$ cat src/sv/dbos_pkg.sv
// Shared types and constants for the descriptor byte order swapper.
// No dependencies; the front end, back end, top and testbench import this package.
`timescale 1ns / 1ps

package dbos_pkg;

   localparam int NUM_DESC_REGS = 6;
   localparam int DESC_W        = 16;
   localparam int BYTE_W        = 8;
   localparam int TOTAL_W       = 20;
   localparam int DCOUNT_W      = 3;
   localparam int DIDX_W        = 3;
   localparam int ADDR_W        = 5;
   localparam int DATA_W        = 32;
   localparam int CODE_W        = 2;
   localparam int UNITS_FIELD_W = 14;
   localparam logic [TOTAL_W-1:0] TOTAL_MAX = '1;

   // Register map, one 32-bit word per register
   typedef enum logic [2:0] {
      REG_DESC_COUNT  = 3'd0,
      REG_UNIT_DESC_0 = 3'd1,
      REG_UNIT_DESC_1 = 3'd2,
      REG_UNIT_DESC_2 = 3'd3,
      REG_UNIT_DESC_3 = 3'd4,
      REG_UNIT_DESC_4 = 3'd5,
      REG_UNIT_DESC_5 = 3'd6
   } reg_index_type;

   typedef struct packed {
      logic [DCOUNT_W-1:0]                  descriptor_count;
      logic [NUM_DESC_REGS-1:0][DESC_W-1:0] unit_desc;
   } cfg_type;

   // Per-unit status carried beside the gathered bytes
   typedef struct packed {
      logic               done;
      logic [TOTAL_W-1:0] total;
   } unit_meta_type;

endpackage

$ cat src/sv/dbos_fifo.sv
// Short unit queue between the gathering front end and the emitting back end.
// Depends on nothing but its parameters.
`timescale 1ns / 1ps

module dbos_fifo #(
   parameter int WIDTH = 8,
   parameter int DEPTH = 2
) (
   input  logic             clock,
   input  logic             reset,
   input  logic             push,
   input  logic [WIDTH-1:0] push_data,
   input  logic             pop,
   output logic             full,
   output logic             head_valid,
   output logic [WIDTH-1:0] head_data
);

   localparam int PTR_W = (DEPTH > 1) ? $clog2(DEPTH) : 1;
   localparam int CNT_W = $clog2(DEPTH + 1);
   localparam logic [PTR_W-1:0] LAST_PTR = PTR_W'(DEPTH - 1);
   localparam logic [CNT_W-1:0] FULL_CNT = CNT_W'(DEPTH);

   logic [WIDTH-1:0] mem_ff [DEPTH];
   logic [PTR_W-1:0] wr_ptr_ff, wr_ptr_in;
   logic [PTR_W-1:0] rd_ptr_ff, rd_ptr_in;
   logic [CNT_W-1:0] count_ff, count_in;

   always_comb begin
      wr_ptr_in = wr_ptr_ff;
      rd_ptr_in = rd_ptr_ff;
      count_in  = count_ff;
      if (push) begin
         wr_ptr_in = (wr_ptr_ff == LAST_PTR) ? '0 : wr_ptr_ff + 1'b1;
      end
      if (pop) begin
         rd_ptr_in = (rd_ptr_ff == LAST_PTR) ? '0 : rd_ptr_ff + 1'b1;
      end
      if (push && !pop) begin
         count_in = count_ff + 1'b1;
      end else if (pop && !push) begin
         count_in = count_ff - 1'b1;
      end
   end

   always_ff @(posedge clock) begin
      if (reset) begin
         wr_ptr_ff <= '0;
         rd_ptr_ff <= '0;
         count_ff  <= '0;
      end else begin
         wr_ptr_ff <= wr_ptr_in;
         rd_ptr_ff <= rd_ptr_in;
         count_ff  <= count_in;
      end
   end

   always_ff @(posedge clock) begin
      if (push) begin
         mem_ff[wr_ptr_ff] <= push_data;
      end
   end

   assign full       = (count_ff == FULL_CNT);
   assign head_valid = (count_ff != '0);
   assign head_data  = mem_ff[rd_ptr_ff];

   a_no_overflow: assert property (@(posedge clock) disable iff (reset)
      full |-> !push)
      else $error("unit queue written while full");

   a_no_underflow: assert property (@(posedge clock) disable iff (reset)
      pop |-> head_valid)
      else $error("unit queue read while empty");

   a_count_bound: assert property (@(posedge clock) disable iff (reset)
      count_ff <= FULL_CNT)
      else $error("unit queue count out of range");

endmodule

$ cat src/sv/dbos_front.sv
// Front end: walks the descriptor list, gathers unit bytes, queues units or lone bytes.
// Depends on dbos_pkg.
`timescale 1ns / 1ps

module dbos_front
   import dbos_pkg::*;
#(
   parameter int MAX_DESCRIPTORS = 6,
   parameter int MAX_UNIT_BYTES  = 8,
   parameter int COUNT_BITS      = 14
) (
   input  logic                                   clock,
   input  logic                                   reset,
   input  cfg_type                                cfg,
   input  logic                                   accept,
   input  logic [BYTE_W-1:0]                      in_byte,
   input  logic                                   restart,
   output logic                                   push,
   output logic [MAX_UNIT_BYTES-1:0][BYTE_W-1:0]  push_bytes,
   output logic [$clog2(MAX_UNIT_BYTES+1)-1:0]    push_have,
   output unit_meta_type                          push_meta
);

   localparam int HAVE_W = $clog2(MAX_UNIT_BYTES + 1);
   localparam int POS_W  = $clog2(MAX_UNIT_BYTES);
   localparam int UNIT_W = (COUNT_BITS < UNITS_FIELD_W) ? COUNT_BITS : UNITS_FIELD_W;
   localparam logic [DCOUNT_W-1:0] MAX_DESC_C = DCOUNT_W'(MAX_DESCRIPTORS);

   typedef struct packed {
      logic              found;
      logic [DIDX_W-1:0] idx;
   } find_type;

   logic [DIDX_W-1:0]             desc_index_ff, desc_index_in;
   logic [UNIT_W-1:0]             units_left_ff, units_left_in;
   logic [POS_W-1:0]              byte_pos_ff,   byte_pos_in;
   logic [TOTAL_W-1:0]            byte_total_ff, byte_total_in;
   logic [MAX_UNIT_BYTES-1:0][BYTE_W-1:0] unit_buffer_ff;
   logic [NUM_DESC_REGS-1:0]      has_units;
   logic [DCOUNT_W-1:0]           used;

   // First descriptor at or after start that has units
   function automatic find_type find_from(input logic [DIDX_W:0] start,
                                          input logic [NUM_DESC_REGS-1:0] nz);
      find_type r;
      r = '0;
      for (int i = NUM_DESC_REGS - 1; i >= 0; i--) begin
         if (nz[i] && ((DIDX_W+1)'(i) >= start)) begin
            r.found = 1'b1;
            r.idx   = DIDX_W'(i);
         end
      end
      return r;
   endfunction

   function automatic logic [HAVE_W-1:0] unit_size(input cfg_type c,
                                                  input logic [DIDX_W-1:0] idx);
      int sz;
      sz = 1;
      if (int'(idx) < NUM_DESC_REGS) begin
         sz = 1 << c.unit_desc[idx][CODE_W-1:0];
      end
      if (sz > MAX_UNIT_BYTES) begin
         sz = MAX_UNIT_BYTES;
      end
      return HAVE_W'(sz);
   endfunction

   assign used = (cfg.descriptor_count > MAX_DESC_C) ? MAX_DESC_C : cfg.descriptor_count;

   always_comb begin
      for (int i = 0; i < NUM_DESC_REGS; i++) begin
         has_units[i] = (DCOUNT_W'(i) < used) &&
                        (cfg.unit_desc[i][CODE_W +: UNIT_W] != '0);
      end
   end

   always_comb begin
      logic [DIDX_W-1:0]  di;
      logic [UNIT_W-1:0]  ul;
      logic [POS_W-1:0]   bp;
      logic [TOTAL_W-1:0] bt;
      logic [HAVE_W-1:0]  have;
      logic [TOTAL_W:0]   sum;
      logic [DIDX_W:0]    next_start;
      find_type           f_cur;
      find_type           f_first;
      find_type           f_next;
      logic               pass;

      // Restart drops the walk before this byte is used
      di = restart ? '0 : desc_index_ff;
      ul = restart ? '0 : units_left_ff;
      bp = restart ? '0 : byte_pos_ff;
      bt = restart ? '0 : byte_total_ff;
      pass = 1'b0;

      f_cur   = find_from({1'b0, di}, has_units);
      f_first = find_from('0, has_units);

      if (ul == '0) begin
         bp = '0;
         if (!f_cur.found) begin
            bt    = '0;
            f_cur = f_first;
         end
         if (!f_cur.found) begin
            pass = 1'b1;
            di   = '0;
         end else begin
            di = f_cur.idx;
            ul = cfg.unit_desc[f_cur.idx][CODE_W +: UNIT_W];
         end
      end

      push_bytes     = unit_buffer_ff;
      push_bytes[bp] = in_byte;
      have           = HAVE_W'(bp) + 1'b1;
      push_have      = have;
      push_meta      = '0;
      push           = 1'b0;

      desc_index_in = di;
      units_left_in = ul;
      byte_pos_in   = '0;
      byte_total_in = bt;

      sum        = {1'b0, bt} + (TOTAL_W+1)'(have);
      next_start = {1'b0, di} + 1'b1;
      f_next     = find_from(next_start, has_units);

      if (pass) begin
         // No descriptor has units: forward the byte on its own
         push = accept;
      end else if (have < unit_size(cfg, di)) begin
         byte_pos_in = have[POS_W-1:0];
      end else begin
         push          = accept;
         byte_total_in = sum[TOTAL_W] ? TOTAL_MAX : sum[TOTAL_W-1:0];
         units_left_in = ul - 1'b1;
         if (units_left_in == '0) begin
            desc_index_in = next_start[DIDX_W-1:0];
            if (!f_next.found) begin
               push_meta.done  = 1'b1;
               push_meta.total = byte_total_in;
               desc_index_in   = '0;
               byte_total_in   = '0;
            end
         end
      end
   end

   always_ff @(posedge clock) begin
      if (reset) begin
         desc_index_ff <= '0;
         units_left_ff <= '0;
         byte_pos_ff   <= '0;
         byte_total_ff <= '0;
      end else if (accept) begin
         desc_index_ff <= desc_index_in;
         units_left_ff <= units_left_in;
         byte_pos_ff   <= byte_pos_in;
         byte_total_ff <= byte_total_in;
      end
   end

   always_ff @(posedge clock) begin
      if (accept) begin
         unit_buffer_ff <= push_bytes;
      end
   end

   a_pos_bound: assert property (@(posedge clock) disable iff (reset)
      int'(byte_pos_ff) < MAX_UNIT_BYTES)
      else $error("gather position beyond unit buffer");

   a_loaded_index: assert property (@(posedge clock) disable iff (reset)
      (units_left_ff != '0) |-> (int'(desc_index_ff) < NUM_DESC_REGS))
      else $error("active descriptor index out of range");

endmodule

$ cat src/sv/dbos_back.sv
// Back end: emits each queued unit's bytes in reverse order, one per cycle unless stalled.
// Depends on dbos_pkg.
`timescale 1ns / 1ps

module dbos_back
   import dbos_pkg::*;
#(
   parameter int MAX_UNIT_BYTES = 8
) (
   input  logic                                   clock,
   input  logic                                   reset,
   input  logic                                   head_valid,
   input  logic [MAX_UNIT_BYTES-1:0][BYTE_W-1:0]  head_bytes,
   input  logic [$clog2(MAX_UNIT_BYTES+1)-1:0]    head_have,
   input  unit_meta_type                          head_meta,
   output logic                                   pop,
   output logic                                   rsp_valid,
   input  logic                                   rsp_stall,
   output logic [BYTE_W-1:0]                      rsp_out_byte,
   output logic                                   rsp_burst_last,
   output logic                                   rsp_record_end,
   output logic [TOTAL_W-1:0]                     rsp_record_bytes
);

   localparam int HAVE_W = $clog2(MAX_UNIT_BYTES + 1);
   localparam int POS_W  = $clog2(MAX_UNIT_BYTES);

   logic [HAVE_W-1:0]  sent_ff, sent_in;
   logic               valid_ff, valid_in;
   logic [BYTE_W-1:0]  byte_ff, byte_in;
   logic               last_ff, last_in;
   logic               end_ff, end_in;
   logic [TOTAL_W-1:0] total_ff, total_in;
   logic               load;
   logic [HAVE_W-1:0]  rd_idx;

   assign load   = head_valid && (!valid_ff || !rsp_stall);
   assign rd_idx = head_have - 1'b1 - sent_ff;

   always_comb begin
      sent_in  = sent_ff;
      valid_in = valid_ff && rsp_stall;
      byte_in  = byte_ff;
      last_in  = last_ff;
      end_in   = end_ff;
      total_in = total_ff;
      pop      = 1'b0;
      if (load) begin
         valid_in = 1'b1;
         byte_in  = head_bytes[rd_idx[POS_W-1:0]];
         last_in  = (rd_idx == '0);
         end_in   = last_in && head_meta.done;
         total_in = end_in ? head_meta.total : '0;
         if (last_in) begin
            pop     = 1'b1;
            sent_in = '0;
         end else begin
            sent_in = sent_ff + 1'b1;
         end
      end
   end

   always_ff @(posedge clock) begin
      if (reset) begin
         sent_ff  <= '0;
         valid_ff <= 1'b0;
      end else begin
         sent_ff  <= sent_in;
         valid_ff <= valid_in;
      end
   end

   always_ff @(posedge clock) begin
      byte_ff  <= byte_in;
      last_ff  <= last_in;
      end_ff   <= end_in;
      total_ff <= total_in;
   end

   assign rsp_valid        = valid_ff;
   assign rsp_out_byte     = byte_ff;
   assign rsp_burst_last   = last_ff;
   assign rsp_record_end   = end_ff;
   assign rsp_record_bytes = total_ff;

   a_end_on_last: assert property (@(posedge clock) disable iff (reset)
      (rsp_valid && rsp_record_end) |-> rsp_burst_last)
      else $error("record end flagged inside a unit");

   a_sent_bound: assert property (@(posedge clock) disable iff (reset)
      (sent_ff != '0) |-> (head_valid && (sent_ff < head_have)))
      else $error("unit emit position lost its unit");

endmodule

$ cat src/sv/descriptor_byte_order_swapper_top.sv
// Flow: a request byte that ends a unit is queued; the back end registers its first
//   byte on the result channel; the rest follow one per cycle while rsp_stall is low.
//   Bytes inside a unit give none. Throughput: one request and one result per cycle;
//   results wait on rsp_stall, requests stall only when the two-entry queue is full.
// Reset: synchronous, active high; clears registers, descriptor walk, queue, output.
// Depends on dbos_pkg, dbos_front, dbos_fifo and dbos_back.
`timescale 1ns / 1ps

module descriptor_byte_order_swapper_top
   import dbos_pkg::*;
#(
   parameter int MAX_DESCRIPTORS = 6,
   parameter int MAX_UNIT_BYTES  = 8,
   parameter int COUNT_BITS      = 14
) (
   input  logic               clock,
   input  logic               reset,
   // request channel
   input  logic               req_valid,
   output logic               req_stall,
   input  logic [BYTE_W-1:0]  req_in_byte,
   input  logic               req_restart,
   // result channel
   output logic               rsp_valid,
   input  logic               rsp_stall,
   output logic [BYTE_W-1:0]  rsp_out_byte,
   output logic               rsp_burst_last,
   output logic               rsp_record_end,
   output logic [TOTAL_W-1:0] rsp_record_bytes,
   // register port
   input  logic               psel,
   input  logic               penable,
   input  logic               pwrite,
   input  logic [ADDR_W-1:0]  paddr,
   input  logic [DATA_W-1:0]  pwdata,
   output logic [DATA_W-1:0]  prdata,
   output logic               pready
);

   localparam int HAVE_W      = $clog2(MAX_UNIT_BYTES + 1);
   localparam int BYTES_W     = MAX_UNIT_BYTES * BYTE_W;
   localparam int META_W      = $bits(unit_meta_type);
   localparam int ENTRY_W     = BYTES_W + HAVE_W + META_W;
   localparam int QUEUE_DEPTH = 2;

   cfg_type                               cfg_ff, cfg_in;
   reg_index_type                         reg_idx;
   logic                                  csr_write;
   logic                                  req_accept;
   logic                                  q_full;
   logic                                  q_push;
   logic                                  q_pop;
   logic                                  q_head_valid;
   logic [ENTRY_W-1:0]                    q_head;
   logic [MAX_UNIT_BYTES-1:0][BYTE_W-1:0] push_bytes;
   logic [HAVE_W-1:0]                     push_have;
   unit_meta_type                         push_meta;
   logic [MAX_UNIT_BYTES-1:0][BYTE_W-1:0] head_bytes;
   logic [HAVE_W-1:0]                     head_have;
   unit_meta_type                         head_meta;

   // ---------------------------------------------------------------------
   // Register port: pready tied high, words at 4-byte spacing
   // ---------------------------------------------------------------------
   assign pready    = 1'b1;
   assign reg_idx   = reg_index_type'(paddr[ADDR_W-1:2]);
   assign csr_write = psel && penable && pwrite && pready;

   always_comb begin
      cfg_in = cfg_ff;
      if (csr_write) begin
         unique case (reg_idx)
            REG_DESC_COUNT:  cfg_in.descriptor_count = pwdata[DCOUNT_W-1:0];
            REG_UNIT_DESC_0: cfg_in.unit_desc[0]     = pwdata[DESC_W-1:0];
            REG_UNIT_DESC_1: cfg_in.unit_desc[1]     = pwdata[DESC_W-1:0];
            REG_UNIT_DESC_2: cfg_in.unit_desc[2]     = pwdata[DESC_W-1:0];
            REG_UNIT_DESC_3: cfg_in.unit_desc[3]     = pwdata[DESC_W-1:0];
            REG_UNIT_DESC_4: cfg_in.unit_desc[4]     = pwdata[DESC_W-1:0];
            REG_UNIT_DESC_5: cfg_in.unit_desc[5]     = pwdata[DESC_W-1:0];
            default:         cfg_in = cfg_ff;  // drop writes past the map
         endcase
      end
   end

   always_ff @(posedge clock) begin
      if (reset) begin
         cfg_ff <= '0;
      end else begin
         cfg_ff <= cfg_in;
      end
   end

   // Readback of the stored registers; holes read as zero
   always_comb begin
      unique case (reg_idx)
         REG_DESC_COUNT:  prdata = DATA_W'(cfg_ff.descriptor_count);
         REG_UNIT_DESC_0: prdata = DATA_W'(cfg_ff.unit_desc[0]);
         REG_UNIT_DESC_1: prdata = DATA_W'(cfg_ff.unit_desc[1]);
         REG_UNIT_DESC_2: prdata = DATA_W'(cfg_ff.unit_desc[2]);
         REG_UNIT_DESC_3: prdata = DATA_W'(cfg_ff.unit_desc[3]);
         REG_UNIT_DESC_4: prdata = DATA_W'(cfg_ff.unit_desc[4]);
         REG_UNIT_DESC_5: prdata = DATA_W'(cfg_ff.unit_desc[5]);
         default:         prdata = '0;
      endcase
   end

   // ---------------------------------------------------------------------
   // Front end: hold requests only while the unit queue is full
   // ---------------------------------------------------------------------
   assign req_stall  = q_full;
   assign req_accept = req_valid && !req_stall;

   dbos_front #(
      .MAX_DESCRIPTORS (MAX_DESCRIPTORS),
      .MAX_UNIT_BYTES  (MAX_UNIT_BYTES),
      .COUNT_BITS      (COUNT_BITS)
   ) u_front (
      .clock      (clock),
      .reset      (reset),
      .cfg        (cfg_ff),
      .accept     (req_accept),
      .in_byte    (req_in_byte),
      .restart    (req_restart),
      .push       (q_push),
      .push_bytes (push_bytes),
      .push_have  (push_have),
      .push_meta  (push_meta)
   );

   // ---------------------------------------------------------------------
   // Unit queue: one entry per completed unit or forwarded byte
   // ---------------------------------------------------------------------
   dbos_fifo #(
      .WIDTH (ENTRY_W),
      .DEPTH (QUEUE_DEPTH)
   ) u_queue (
      .clock      (clock),
      .reset      (reset),
      .push       (q_push),
      .push_data  ({push_bytes, push_have, push_meta}),
      .pop        (q_pop),
      .full       (q_full),
      .head_valid (q_head_valid),
      .head_data  (q_head)
   );

   assign head_bytes = q_head[ENTRY_W-1 -: BYTES_W];
   assign head_have  = q_head[META_W +: HAVE_W];
   assign head_meta  = unit_meta_type'(q_head[META_W-1:0]);

   // ---------------------------------------------------------------------
   // Back end: reverse each unit onto the result channel
   // ---------------------------------------------------------------------
   dbos_back #(
      .MAX_UNIT_BYTES (MAX_UNIT_BYTES)
   ) u_back (
      .clock            (clock),
      .reset            (reset),
      .head_valid       (q_head_valid),
      .head_bytes       (head_bytes),
      .head_have        (head_have),
      .head_meta        (head_meta),
      .pop              (q_pop),
      .rsp_valid        (rsp_valid),
      .rsp_stall        (rsp_stall),
      .rsp_out_byte     (rsp_out_byte),
      .rsp_burst_last   (rsp_burst_last),
      .rsp_record_end   (rsp_record_end),
      .rsp_record_bytes (rsp_record_bytes)
   );

   a_stall_when_full: assert property (@(posedge clock) disable iff (reset)
      q_full |-> !req_accept)
      else $error("request taken while unit queue full");

   a_pop_feeds_output: assert property (@(posedge clock) disable iff (reset)
      q_pop |=> (rsp_valid && rsp_burst_last))
      else $error("unit retired without its last byte on the output");

endmodule

$ cat config.mk
export PLATFORM = sky130hd
export DESIGN_NAME = descriptor_byte_order_swapper_top
export DESIGN_NICKNAME = d
export VERILOG_FILES = /design/src/sv/dbos_pkg.sv /design/src/sv/dbos_fifo.sv /design/src/sv/dbos_front.sv /design/src/sv/dbos_back.sv /design/src/sv/descriptor_byte_order_swapper_top.sv
export SDC_FILE = /design/constraint.sdc
export NUM_CORES = 1
export LEC_CHECK = 0
export BUFFER_PORTS_ARGS = -buffer_cell sky130_fd_sc_hd__clkbuf_2
export CAP_MARGIN = 10
export CORE_MARGIN = 5
export CORE_UTILIZATION = 45
export CTS_BUF_LIST = sky130_fd_sc_hd__clkbuf_2
export DETAILED_ROUTE_END_ITERATION = 10
export GPL_ROUTABILITY_DRIVEN = 0
export HOLD_SLACK_MARGIN = 0.03
export PLACE_DENSITY = 0.67
export SYNTH_ARGS = -nofsm -noshare
export SYNTH_HDL_FRONTEND = slang
export SYNTH_SLANG_ARGS = --single-unit
export TNS_END_PERCENT = 50
$ cat constraint.sdc
create_clock -name clock -period 12.5 [get_ports clock]
set_input_delay 3.75 -clock clock [delete_from_list [all_inputs] [get_ports clock]]
set_output_delay 3.75 -clock clock [all_outputs]
set_load 0.01 [all_outputs]
* After elaboration in Yosys (flattened, before gate mapping)
Memory sizes are Yosys's and may differ from the RTL's. A register that Yosys moved wholly into a read port is not among the register bits. Cells that the tools add are included.
Word-level totals: flip-flop bits (word level) 242, bits in writable memories 178, input bits 53, output and inout port bits 65, word-level logic and storage cells 206, memories 1
Operators by class: add/sub/neg operators 11, magnitude comparators 27, equality and inequality tests 7, shift operators 1, muxes and demuxes 79, reductions and logical operators 52
Memory list:
- u_queue.mem_ff | words 2, bits a word 89, rd ports 1, clocked after memory_dff 1, write ports 1, RTL line dbos_fifo.sv:24 | logic [WIDTH-1:0] mem_ff [DEPTH];
Operators by type and width (number):
- two-way mux 20 bit | 8
- one-hot mux 16 bit (7 select lines) | 1
- binary-select mux 16 bit (select 3 bit) | 2
- two-way mux 4 bit | 23
- two-way mux 21 bit | 4
- nonzero test 14 bit | 6
- two-way mux 14 bit | 5
- bitwise mux 64 bit | 1
- two-way mux 32 bit | 2
- two-way mux 3 bit | 12
- > comparator 32 x 5 -> 1 bit (second input constant) | 1
- << shifter 1 x 2 -> 32 bit (first input constant) | 1
- logical NOT 14 bit | 2
- logical AND 1 bit | 27
- binary-select mux 8 bit (select 3 bit) | 1
- demux 8 bit (select 3 bit) | 1
- adder 20 x 4 -> 21 bit | 1
- < comparator 3 x 4 -> 1 bit (second input constant) | 4
- two-way mux 16 bit | 1
- two-way mux 8 bit | 2
- AND reduction 2 bit | 7
- subtractor 14 x 1 -> 14 bit (second input constant) | 1
- two-way mux 1 bit | 13
- == test 3 bit (second input constant) | 3
- other kinds (29) | 48

* Logic depth before layout (Yosys ltp)
Gate-level depths: netlist of the first run.
depth in word-level cells 30, depth in mapped cells 25

* Cells and area by module
Synthesis of the first run repeated with hierarchy kept, for this count alone.
Unflattened totals: cell total of the unflattened synthesis 1706, area total of the unflattened synthesis 21376.8 um^2
Modules (own cells, without submodules):
- dbos_front | instances 1, cells an instance 813, area each 7875.1 um^2
- dbos_fifo | instances 1, cells an instance 299, area each 6661.4 um^2
- descriptor_byte_order_swapper_top | instances 1, cells an instance 472, area each 4906.0 um^2
- dbos_back | instances 1, cells an instance 122, area each 1934.4 um^2

* Worst setup path before layout of the first run
Ideal clock, no wire load.
path type in2reg, from input port req_restart, to memory u_queue.mem_ff[0][0] in the netlist's numbering, enable pin, data arrival time 11524 ps, data required time 11952 ps, slack 428 ps, stages on the path 18, buffers on the path 1, cell sequence clkbuf_1 > nor2b_1 > a21oi_1 > a22oi_1 > o21ai_1 > a32oi_1 > mux2i_1 > mux2i_1 > a22oi_1 > inv_1 > or2_2 > ha_1 > o21ai_0 > a31oi_1 > o21ai_0 > nor2b_1 > a21oi_1 > nor2b_1
On the way: longest elaborated chain between the ends 26, elaborated cells between the ends (all ways) 44
Ends and longest elaborated chain:
- start, declared | RTL line descriptor_byte_order_swapper_top.sv:22 | input logic req_restart,
- two-way mux 3 bit | RTL line dbos_front.sv:92 | di = restart ? '0 : desc_index_ff;
- greater-or-equal comparator 3 bit | RTL line dbos_front.sv:48 | if (nz[i] && ((DIDX_W+1)'(i) >= start)) begin
- logical AND 1 bit | RTL line dbos_front.sv:48
- two-way mux 4 bit (6 in a row) | RTL line dbos_front.sv:48
- two-way mux 4 bit | RTL line dbos_front.sv:103 | if (!f_cur.found) begin
- two-way mux 4 bit | RTL line dbos_front.sv:101 | if (ul == '0) begin
- two-way mux 3 bit | RTL line dbos_front.sv:107 | if (!f_cur.found) begin
- two-way mux 3 bit | RTL line dbos_front.sv:101
- [... 6 more ...]
- two-way mux 4 bit | RTL line dbos_front.sv:63 | if (sz > MAX_UNIT_BYTES) begin
- two-way mux 4 bit | RTL line dbos_front.sv:132 | if (pass) begin
- < comparator 4 bit | RTL line dbos_front.sv:135 | end else if (have < unit_size(cfg, di)) begin
- two-way mux 1 bit | RTL line dbos_front.sv:135
- two-way mux 1 bit * | RTL line dbos_front.sv:132
- via q_push | RTL line descriptor_byte_order_swapper_top.sv:51 | logic q_push;
- two-way mux 1 bit * | RTL line dbos_fifo.sv:59 | if (push) begin
- two-way mux 1 bit (implied by the code) * | RTL line dbos_fifo.sv:60 | mem_ff[wr_ptr_ff] <= push_data;
- end, declared | RTL line dbos_fifo.sv:24
Mark *: on every way through the listed nets, which the timed path passes. The rest lies on a longest branch. The select of a mux whose other input is x is not followed.

* Worst setup path in the final report of the first run
from input port paddr[2], to output port prdata[5]
On the way: longest elaborated chain between the ends 2, elaborated cells between the ends (all ways) 8
Ends and longest elaborated chain:
- start, declared | RTL line descriptor_byte_order_swapper_top.sv:34 | input logic [ADDR_W-1:0] paddr,
- == test 3 bit, or another cell as far along | RTL line descriptor_byte_order_swapper_top.sv:95 | unique case (reg_idx)
- one-hot mux 16 bit (7 select lines) * | RTL line descriptor_byte_order_swapper_top.sv:95
- end, declared | RTL line descriptor_byte_order_swapper_top.sv:36 | output logic [DATA_W-1:0] prdata,
Mark *: on every way between the ends. The rest lies on a longest branch, timed or not.

==> metrics.yaml, run 1 <==
yosysUniqueCellTypes: 95
cts_resized: 0
worstSetupPathType: "in -> out"
cts_max_path_buffers: 3
insertion_delay_ns: 1.12
async_reset_ff_frac: 0
synth_flop_cell: "edfxtp_1"
hold_viol_final: 0
die_h_um: 220
drc: 0
clk_pin_slew_ns: 0.09
slew_headroom: 0.209
fmaxAchievable_ghz: 0.100
pin_count: 118
dieArea_um2: 48500
dpl_cell_area_um2: 20800
grt_max_degree: 93
vias_per_cell: 5.63
irDropWorstVdd_mv: 0.120
initial_core_util: 0.452
path_max_fanout: 36
clock_sinks: 421
grt_pass1_vias: 14200
routedWlPerCell_um: 19.4
antenna_found_initial: 2
utilization: 0.495
powerDensity_nw_per_um2: 173
slew_viol_final: 0
crit_path_start_kind: "input port"
synth_seq_cells: 421
syn-cell-area_um2: 19900
synth_edf_count: 272
yosys.area.top_type_share: 0.411
final_layout_size_suffix_gt1_frac: 0.230
synth_common_cells: "nand2_1 (289), edfxtp_1 (272), a21oi_1 (178)"
required_ns: 8.75
clock_skew_ns: 0.0843
chipWidth_um: 220
cts_hold_buf: 0
dp_hpwl_um: 31700
grt_pass1_wl_um: 78000
overflow: 0
yosysMostFrequentCell: "nand2_1"
cts_made_buffers: 106
crit_path_end_kind: "output pin"
cts_max_level: 3
yosys_warnings: 0
reg2regPathDepth: 18
finalCritPeriodShare: 0.800
place_inst: 2358
cts_tree: "built"
holdWs_ns: 0.484
hold_depth: 2
ant_nets: 0
worstPathArrival_ns: 6.25
total_power_mw: 3.76
status: "completed"
yosys-top-cells-area: "edfxtp_1 (41%), dfxtp_1 (15%), nand2_1 (5.5%), mux2_2 (5.0%), mux4_2 (4.9%)"
hold_path.class: "reg -> reg"
stdcell_count: 2549
detailedPlace.worstSlack_ns: 2.09
tightestPinTransition_ns: 1.18
setup-tns-final_ns: 0
wl_um: 49500
post_cts.repair.setup_buffers: 0
core_area_um2: 43900
routed-via-count: 14400
dr.pass1.iters: 6
design_area_um2: 21700
synth_cells: 1752
setup_violations: 0
yosysSeqAreaShare: 0.561
cts-root-buf: "clkbuf_2"
track_usage: 0.204
worst_slack_ns: 2.50
first_iter_violations: 1429
cap_viol_max_count: 0
leakage_nw: 7.29
period_needed_ns: 10.00
io_buffers: 82
synth_top_area_cell: "edfxtp_1"
rsz0062_at_grt: "no"
finalNetCount: 1948
rows: 77
area_delta_synth_final_pct: 9.46
syn_area_per_cell_um2: 11.3
-- cells in the final DEF, fill, tap and decap left out, drive strengths merged, types with 20 or more instances in the layout --
cell type	count
clkbuf	239
nor4	26
nor2	153
nand3	35
inv	29
edfxtp	272
dfxtp	149
mux2i	53
o21ai	43
buf	20
nand2	290
mux2	92
xnor2	20
a21oi	180
mux4	43
clkinv	30
-- sequential cells by signal (all words and copies together), names as in the netlist, named ones only --
register                 flops
cfg_ff                      99
u_back.rsp_burst_last        1
u_back.rsp_out_byte          8
u_back.rsp_record_bytes     20
u_back.rsp_record_end        1
u_back.rsp_valid             1
u_back.sent_ff               4
u_front.byte_pos_ff          3
u_front.byte_total_ff       20
u_front.desc_index_ff        3
u_front.unit_buffer_ff      64
u_front.units_left_ff       14
u_queue.count_ff             2
u_queue.mem_ff             178
u_queue.rd_ptr_ff            1
u_queue.wr_ptr_ff            1
-- critical path: stages --
cell and delay [ns]:
clkbuf_2 0.07, buf_4 0.39, clkinv_1 0.46, nor2_1 0.92, a21oi_1 0.15, a21oi_1 0.28, clkbuf_2 0.19
-- report_power, final --
group	total, mW	switching, mW	leakage [nW]	internal (mW)
clock network	0.914	0.567	0.730	0.347
logic	1.04	0.648	3.08	0.388
registers	1.81	0.0745	3.48	1.74
-- cell type report --
type,count,area [um^2]
timing repair buffer,101,556
fill,4005,22200
clock buffer,158,791
tap,592,741
sequential,421,11200
antenna,1,2.50
clock inverter,32,175
multi-input combinational,1215,8220
inverter,29,110
-- cells by family (layout without fill, tap and decap cells) --
group,after synthesis,after routing,share of synthesized area
mux,188,188,0.128
compound gates,345,345,0.111
flops,421,421,0.561
other cells,2,18,0.000378
simple gates,608,608,0.139
fa+ha+maj,21,21,0.0140
buf+inv,131,320,0.0301
xor+xnor,36,36,0.0159
-- per-layer routing --
metal | GRT usage | wire length, um | vias to the layer above
li1 | - | - | 6767
met1 | 0.275 | 21300 | 6899
met2 | 0.318 | 22800 | 584
met3 | 0.0500 | 3940 | 103
met4 | 0.0820 | 1450 | 2
met5 | 0 | 8 | -
-- final timing paths --
path                   start                     to  slack (ns)
hold reg to reg   cfg_ff[33]             cfg_ff[33]        0.48
hold / removal    cfg_ff[33]             cfg_ff[33]        0.48
setup / recovery    paddr[2]              prdata[5]        2.50
setup reg to reg  cfg_ff[95]  u_queue.mem_ff[1][62]        5.12
No activity file was read; power rests on OpenSTA's default activity.
==> run 2, diff against run 1 <==
==> constraint.sdc (replaced) <==
create_clock -name clock -period 9.2 [get_ports clock]
set_input_delay 2.76 -clock clock [delete_from_list [all_inputs] [get_ports clock]]
set_output_delay 2.76 -clock clock [all_outputs]
set_load 0.01 [all_outputs]
==> run 2 against run 1 <==
Clock skew is 0.094 ns higher. Setup slack worse by 0.89 ns. Via count grew 0.74%. Sequential power increased by 36%. Cell area up 0.38%. Sequential share of layout area is 0.19 points lower. Core utilization up 0.19 points. Hold slack worse by 0.0021 ns. Sequential cell count unchanged. Largest power group unchanged.
==> metrics.yaml, run 2 (same netlist as run 1, synthesis figures left out) <==
clock_skew_ns: 0.178  # +0.0942 ns
grt_max_degree: 89  # -4.3%
hold_path.class: "reg -> reg"
required_ns: 6.44  # -2.31 ns
finalCritPeriodShare: 0.825
setup_violations: 0  # unchanged
leakage_nw: 7.33  # +0.58%
cts_tree: "built"
first_iter_violations: 1305  # -8.7%
final_common_cell: "nand2_1"
tightestPinTransition_ns: 1.26  # +0.0739 ns
core_area_um2: 43900  # unchanged
design_area_um2: 21800  # +0.38%
grt_pass1_vias: 14300  # +0.85%
worstPathArrival_ns: 4.83  # -1.42 ns
pin_count: 118  # unchanged
antenna_found_initial: 2  # unchanged
insertion_delay_ns: 1.16  # +0.04 ns
area_delta_synth_final_pct: 9.88
dp_hpwl_um: 32200  # +1.6%
clk_pin_slew_ns: 0.10  # about the same
routed-via-count: 14500  # +0.74%
rsz0062_at_grt: "no"
regMostFlops: "u_queue.mem_ff"
utilization: 0.497  # +0.00188
dieArea_um2: 48500  # unchanged
largestRegisters: "u_queue.mem_ff (178), cfg_ff (99), u_front.unit_buffer_ff (64)"
reg2regPathDepth: 18  # unchanged
grt_pass1_wl_um: 78700  # +0.94%
largest_reg_flops: 178  # unchanged
period_needed_ns: 7.59
reg2reg_to: "u_queue.mem_ff[0][17]"
status: "completed"
cts_hold_buf: 0  # unchanged
cts-root-buf: "clkbuf_2"
track_usage: 0.205  # +0.00195
fmaxAchievable_ghz: 0.132
post_cts.repair.setup_buffers: 0  # unchanged
routedWlPerCell_um: 19.5  # +0.48%
worstSetupPathType: "in -> out"
cts_max_level: 3  # unchanged
overflow: 0  # unchanged
rrSetupSlack_ns: 2.86  # -2.26 ns
initial_core_util: 0.452  # unchanged
hold_viol_final: 0  # unchanged
dpl_cell_area_um2: 20800  # +0.29%
wl_um: 49700  # +0.41%
rows: 77  # unchanged
setup-tns-final_ns: 0  # unchanged
io_buffers: 82  # unchanged
cts_resized: 0  # unchanged
slew_viol_final: 0  # unchanged
irDropWorstVdd_mv: 0.140  # +16%
hold_depth: 2  # unchanged
crit_path_end_kind: "output pin"
clock_sinks: 421  # unchanged
cts_max_path_buffers: 3  # unchanged
cap_viol_max_count: 0  # unchanged
multiInputGateArea_um2: 8220  # unchanged
finalNetCount: 1950  # +0.10%
dr.pass1.iters: 6  # unchanged
fill_cells: 3982  # -0.57%
seqCellArea_um2: 11200  # unchanged
die_h_um: 220  # unchanged
drc: 0  # unchanged
final_cell_mix: "nand2_1 (289), edfxtp_1 (272), clkbuf_2 (238)"
crit_path_start_kind: "input port"
ant_nets: 0  # unchanged
cts_made_buffers: 105  # -0.94%
slew_headroom: 0.157  # -0.0526
final_layout_size_suffix_gt1_frac: 0.233  # +0.00382
chipWidth_um: 220  # unchanged
vias_per_cell: 5.68  # +0.82%
hp-start: "u_front.units_left_ff[3]"
worst_hold_path.endpoint: "u_front.units_left_ff[3]"
powerDensity_nw_per_um2: 237  # +37%
path_max_fanout: 23  # -36%
r2r-start: "cfg_ff[54]"
run 2: area by class of cell:
| class | instances | area share |
|---|---|---|
| Clock buffer | 157 | 0.0360 |
| Tap cell | 592 | 0.0339 |
| Inverter | 29 | 0.00504 |
| Timing Repair Buffer | 104 | 0.0282 |
| Sequential cell | 421 | 0.511 |
| Clock inverter | 28 | 0.00929 |
| Antenna cell | 1 | 0.000115 |
| Multi-Input combinational cell | 1215 | 0.376 |
run 2: metrics by stage:
step | hold slack (ns) | worst slack [ns] | power (mW) | cells
after floorplan | 0.440 | 0.0630 | 3.51 | 1767
after global placement | 0.455 | 1.15 | 3.92 | 2361
after detailed placement | 0.465 | 1.02 | 3.95 | 2361
after CTS | 0.482 | 1.74 | 5.23 | 2546
after global routing | 0.502 | 1.59 | 5.47 | 2547
final | 0.482 | 1.61 | 5.16 | 2547
run 2: critical path, cell delays in order:
cell,delay [ns]
clkbuf_2,0.22
buf_4,0.30
nor2b_1,0.85
a221oi_1,0.23
a21oi_1,0.26
clkbuf_2,0.19
run 2: power by group:
part           switching [mW]  internal [mW]  total [mW]
clock                   0.760          0.520        1.28
combinational           0.885          0.541        1.43
sequential             0.0951           2.36        2.46
run 2: per-layer routing:
metal	share of wire	track usage	vias to the layer above	wire, um
met5	0.00032	0	-	16
met2	0.47	0.323	621	23100
met1	0.42	0.277	6970	21100
li1	-	-	6767	-
met4	0.031	0.0849	2	1550
met3	0.078	0.0468	101	3890
run 2: how the worst max path moves through the flow:
stage / from / endpoint / slack, ns / cells past startpoint
final: paddr[2] / prdata[12] / 1.61 / 6
after global routing: paddr[2] / prdata[5] / 1.59 / 6
after CTS: paddr[2] / prdata[5] / 1.74 / 6
after detailed placement: req_restart / u_queue.mem_ff[1][67] / 1.02 / 21
after global placement: req_restart / u_queue.mem_ff[1][51] / 1.15 / 21
after floorplan: req_restart / u_queue.mem_ff[1][0] / 0.06 / 18
==> run 3, diff against run 2 <==
--- a/config.mk
+++ b/config.mk
@@ -13,7 +13,7 @@
 export DETAILED_ROUTE_END_ITERATION = 10
 export GPL_ROUTABILITY_DRIVEN = 0
 export HOLD_SLACK_MARGIN = 0.03
-export PLACE_DENSITY = 0.67
+export PLACE_DENSITY = 0.65
 export SYNTH_ARGS = -nofsm -noshare
 export SYNTH_HDL_FRONTEND = slang
 export SYNTH_SLANG_ARGS = --single-unit
==> constraint.sdc (replaced) <==
create_clock -name clock -period 7.3 [get_ports clock]
set_input_delay 2.19 -clock clock [delete_from_list [all_inputs] [get_ports clock]]
set_output_delay 2.19 -clock clock [all_outputs]
set_load 0.01 [all_outputs]
==> run 3 against run 2 <==
Register-to-register slack got worse by 1.3 ns. Wire length increased by 0.71%. Clock-buffer cell count unchanged. Non-clock buffer count increased by 18. First-iteration DRC count decreased by 6.2%. Cell area increased by 1.0%. Total power increased by 27%. Core utilization increased by 0.51 points. Sequential share of layout area decreased by 0.52 points. Die area unchanged. Via count increased by 1.1%. Largest cell class unchanged.
==> metrics.yaml, run 3 (same netlist as run 1, synthesis figures left out) <==
first_iter_violations: 1224  # -6.2%
track_usage: 0.206  # +0.000977
setup_violations: 0  # unchanged
vias_per_cell: 5.67  # -0.19%
ant_nets: 0  # unchanged
cp_num_buf_inv: 2  # -1
cts_hold_buf: 0  # unchanged
finalCritPeriodShare: 0.847
final_cell_mix: "nand2_1 (289), edfxtp_1 (272), clkbuf_2 (238)"
r2r-start: "cfg_ff[54]"
multiInputGateArea_um2: 8280  # +0.75%
grt_max_degree: 111  # +25%
status: "completed"
crit_path_end_kind: "output pin"
core_area_um2: 43900  # unchanged
seq_power_share: 0.474  # -0.002
grt_pass1_wl_um: 79100  # +0.47%
chipWidth_um: 220  # unchanged
dr.pass1.iters: 7  # +1
setup-tns-final_ns: 0  # unchanged
initial_core_util: 0.452  # unchanged
cts_made_buffers: 107  # +1.9%
hp-start: "u_front.units_left_ff[5]"
slew_viol_final: 0  # unchanged
use_met1: 0.285  # +0.00824
worstSetupPathType: "in -> out"
rows: 77  # unchanged
clock_sinks: 421  # unchanged
cts_resized: 0  # unchanged
dp_hpwl_um: 32300  # +0.30%
use_met3: 0.0452  # -0.00165
path_max_fanout: 20  # -13%
powerDensity_nw_per_um2: 296  # +25%
hold_path.class: "reg -> reg"
dieArea_um2: 48500  # unchanged
use_met2: 0.326  # +0.00247
worstPathArrival_ns: 3.99  # -0.84 ns
routedWlPerCell_um: 19.4  # -0.54%
pin_count: 118  # unchanged
slowest_stage: "nor2b_1"
total_power_mw: 6.54  # +27%
p_clk_frac: 0.246  # -0.002
regMostFlops: "u_queue.mem_ff"
fill_cells: 4006  # +0.60%
comb_power_share: 0.279  # +0.003
wl_um: 50100  # +0.71%
irDropWorstVdd_mv: 0.184  # +31%
drc: 0  # unchanged
largestRegisters: "u_queue.mem_ff (178), cfg_ff (99), u_front.unit_buffer_ff (64)"
grt_pass1_vias: 14200  # -1.0%
cpLargestDelayFamily: "buffers and inverters"
routed-via-count: 14600  # +1.1%
cts_max_level: 3  # unchanged
startpoint: "paddr[3]"
p_sw_mw: 2.23  # +28%
p_int_mw: 4.31  # +26%
clk_pin_slew_ns: 0.08  # -0.02 ns
cap_viol_max_count: 0  # unchanged
required_ns: 5.11  # -1.33 ns
hold_viol_final: 0  # unchanged
rsz0062_at_grt: "no"
cts_tree: "built"
post_cts.repair.setup_buffers: 0  # unchanged
leakage_nw: 7.42  # +1.3%
period_needed_ns: 6.18
antenna_found_initial: 1  # -1
seqCellArea_um2: 11200  # unchanged
clock_skew_ns: 0.135  # -0.0438 ns
finalNetCount: 1970  # +1.0%
cts-root-buf: "clkbuf_2"
fmaxAchievable_ghz: 0.162
busiest_layer: "met2"
cts_max_path_buffers: 3  # unchanged
rrSetupSlack_ns: 1.51  # -1.35 ns
die_h_um: 220  # unchanged
largest_reg_flops: 178  # unchanged
swShare: 0.340  # +0.00336
final_common_cell: "nand2_1"
io_buffers: 82  # unchanged
crit_path_start_kind: "input port"
tightestPinTransition_ns: 1.24  # -0.0173 ns
insertion_delay_ns: 1.16  # about the same
slowest_delay_ns: 0.51  # -0.34 ns
final_layout_size_suffix_gt1_frac: 0.241  # +0.00744
slew_headroom: 0.175  # +0.0178
area_delta_synth_final_pct: 11.0
overflow: 0  # unchanged
path_cells: "clkbuf_2, nor2b_1, a221oi_1, o21ai_0, clkbuf_2"
crit_top_cell: "clkbuf_2"
run 3: changes by cell type in the layout (fill, tap and decap cells not counted), sizes merged:
cell / previous run / this run
inv: 29 / 31
bufinv: 2 / 1
buf: 23 / 41
diode: 1 / 2
clkinv: 24 / 36
run 3: final timing paths:
check	endpoint	depth (start not counted)
worst max-delay path	prdata[6]	5
worst min-delay path	u_front.units_left_ff[5]	2
worst max register to register	u_queue.mem_ff[0][18]	18
worst min register to register	u_front.units_left_ff[5]	2
run 3: cell type report:
class                           count  share of cell area
Inverter                           29             0.00499
Antenna cell                        2            0.000227
Timing Repair Buffer              122              0.0346
Clock inverter                     41             0.00976
Clock buffer                      157              0.0356
Multi-Input combinational cell   1215               0.375
Sequential cell                   421               0.506
Tap cell                          592              0.0336
run 3: power groups by stage:
stage	Sequential [mW]	Clock, mW	Combinational (mW)
finish	3.10	1.61	1.83
global route	3.13	1.80	2.00
CTS	3.11	1.68	1.85
detailed placement	3.16	0	1.84
global placement	3.15	0	1.83
floorplan	3.16	0	1.27
run 3: routing by layer:
layer,vias up,part of all wire,wire length [um]
met4,0,0.025,1250
met1,7038,0.43,21700
met3,107,0.074,3690
met5,-,0,0
met2,648,0.47,23400
li1,6822,-,-
run 3: per-stage QoR:
stage | instances | setup slack, ns | instance area, um^2 | utilization | hold WS, ns
6_report | 2579 | 1.12 | 22100 | 0.502 | 0.487
3_5_place_dp | 2379 | 0.379 | 21000 | 0.479 | 0.471
2_1_floorplan | 1767 | 0.0320 | 20000 | - | 0.440
3_3_place_gp | 2379 | 0.437 | 21000 | 0.479 | 0.456
4_1_cts | 2577 | 1.16 | 22000 | 0.502 | 0.485
5_1_grt | 2579 | 1.04 | 22100 | 0.502 | 0.502
run 3: worst register-to-register path, stage by stage, from the launching register on:
cell and delay (ns):
dfxtp_1 0.36, or4_1 0.64, or4_1 0.52, o2111a_1 0.27, o311a_1 0.36, nand3_4 0.13
o2bb2ai_4 0.21, mux2_2 0.39, a22oi_2 0.19, inv_1 0.08, or2_2 0.30, ha_1 0.28
o21ai_0 0.08, a31oi_1 0.25, o21ai_0 0.14, nor2b_1 0.21, a21oi_2 0.34, nor2b_4 0.30
buf_4 0.32
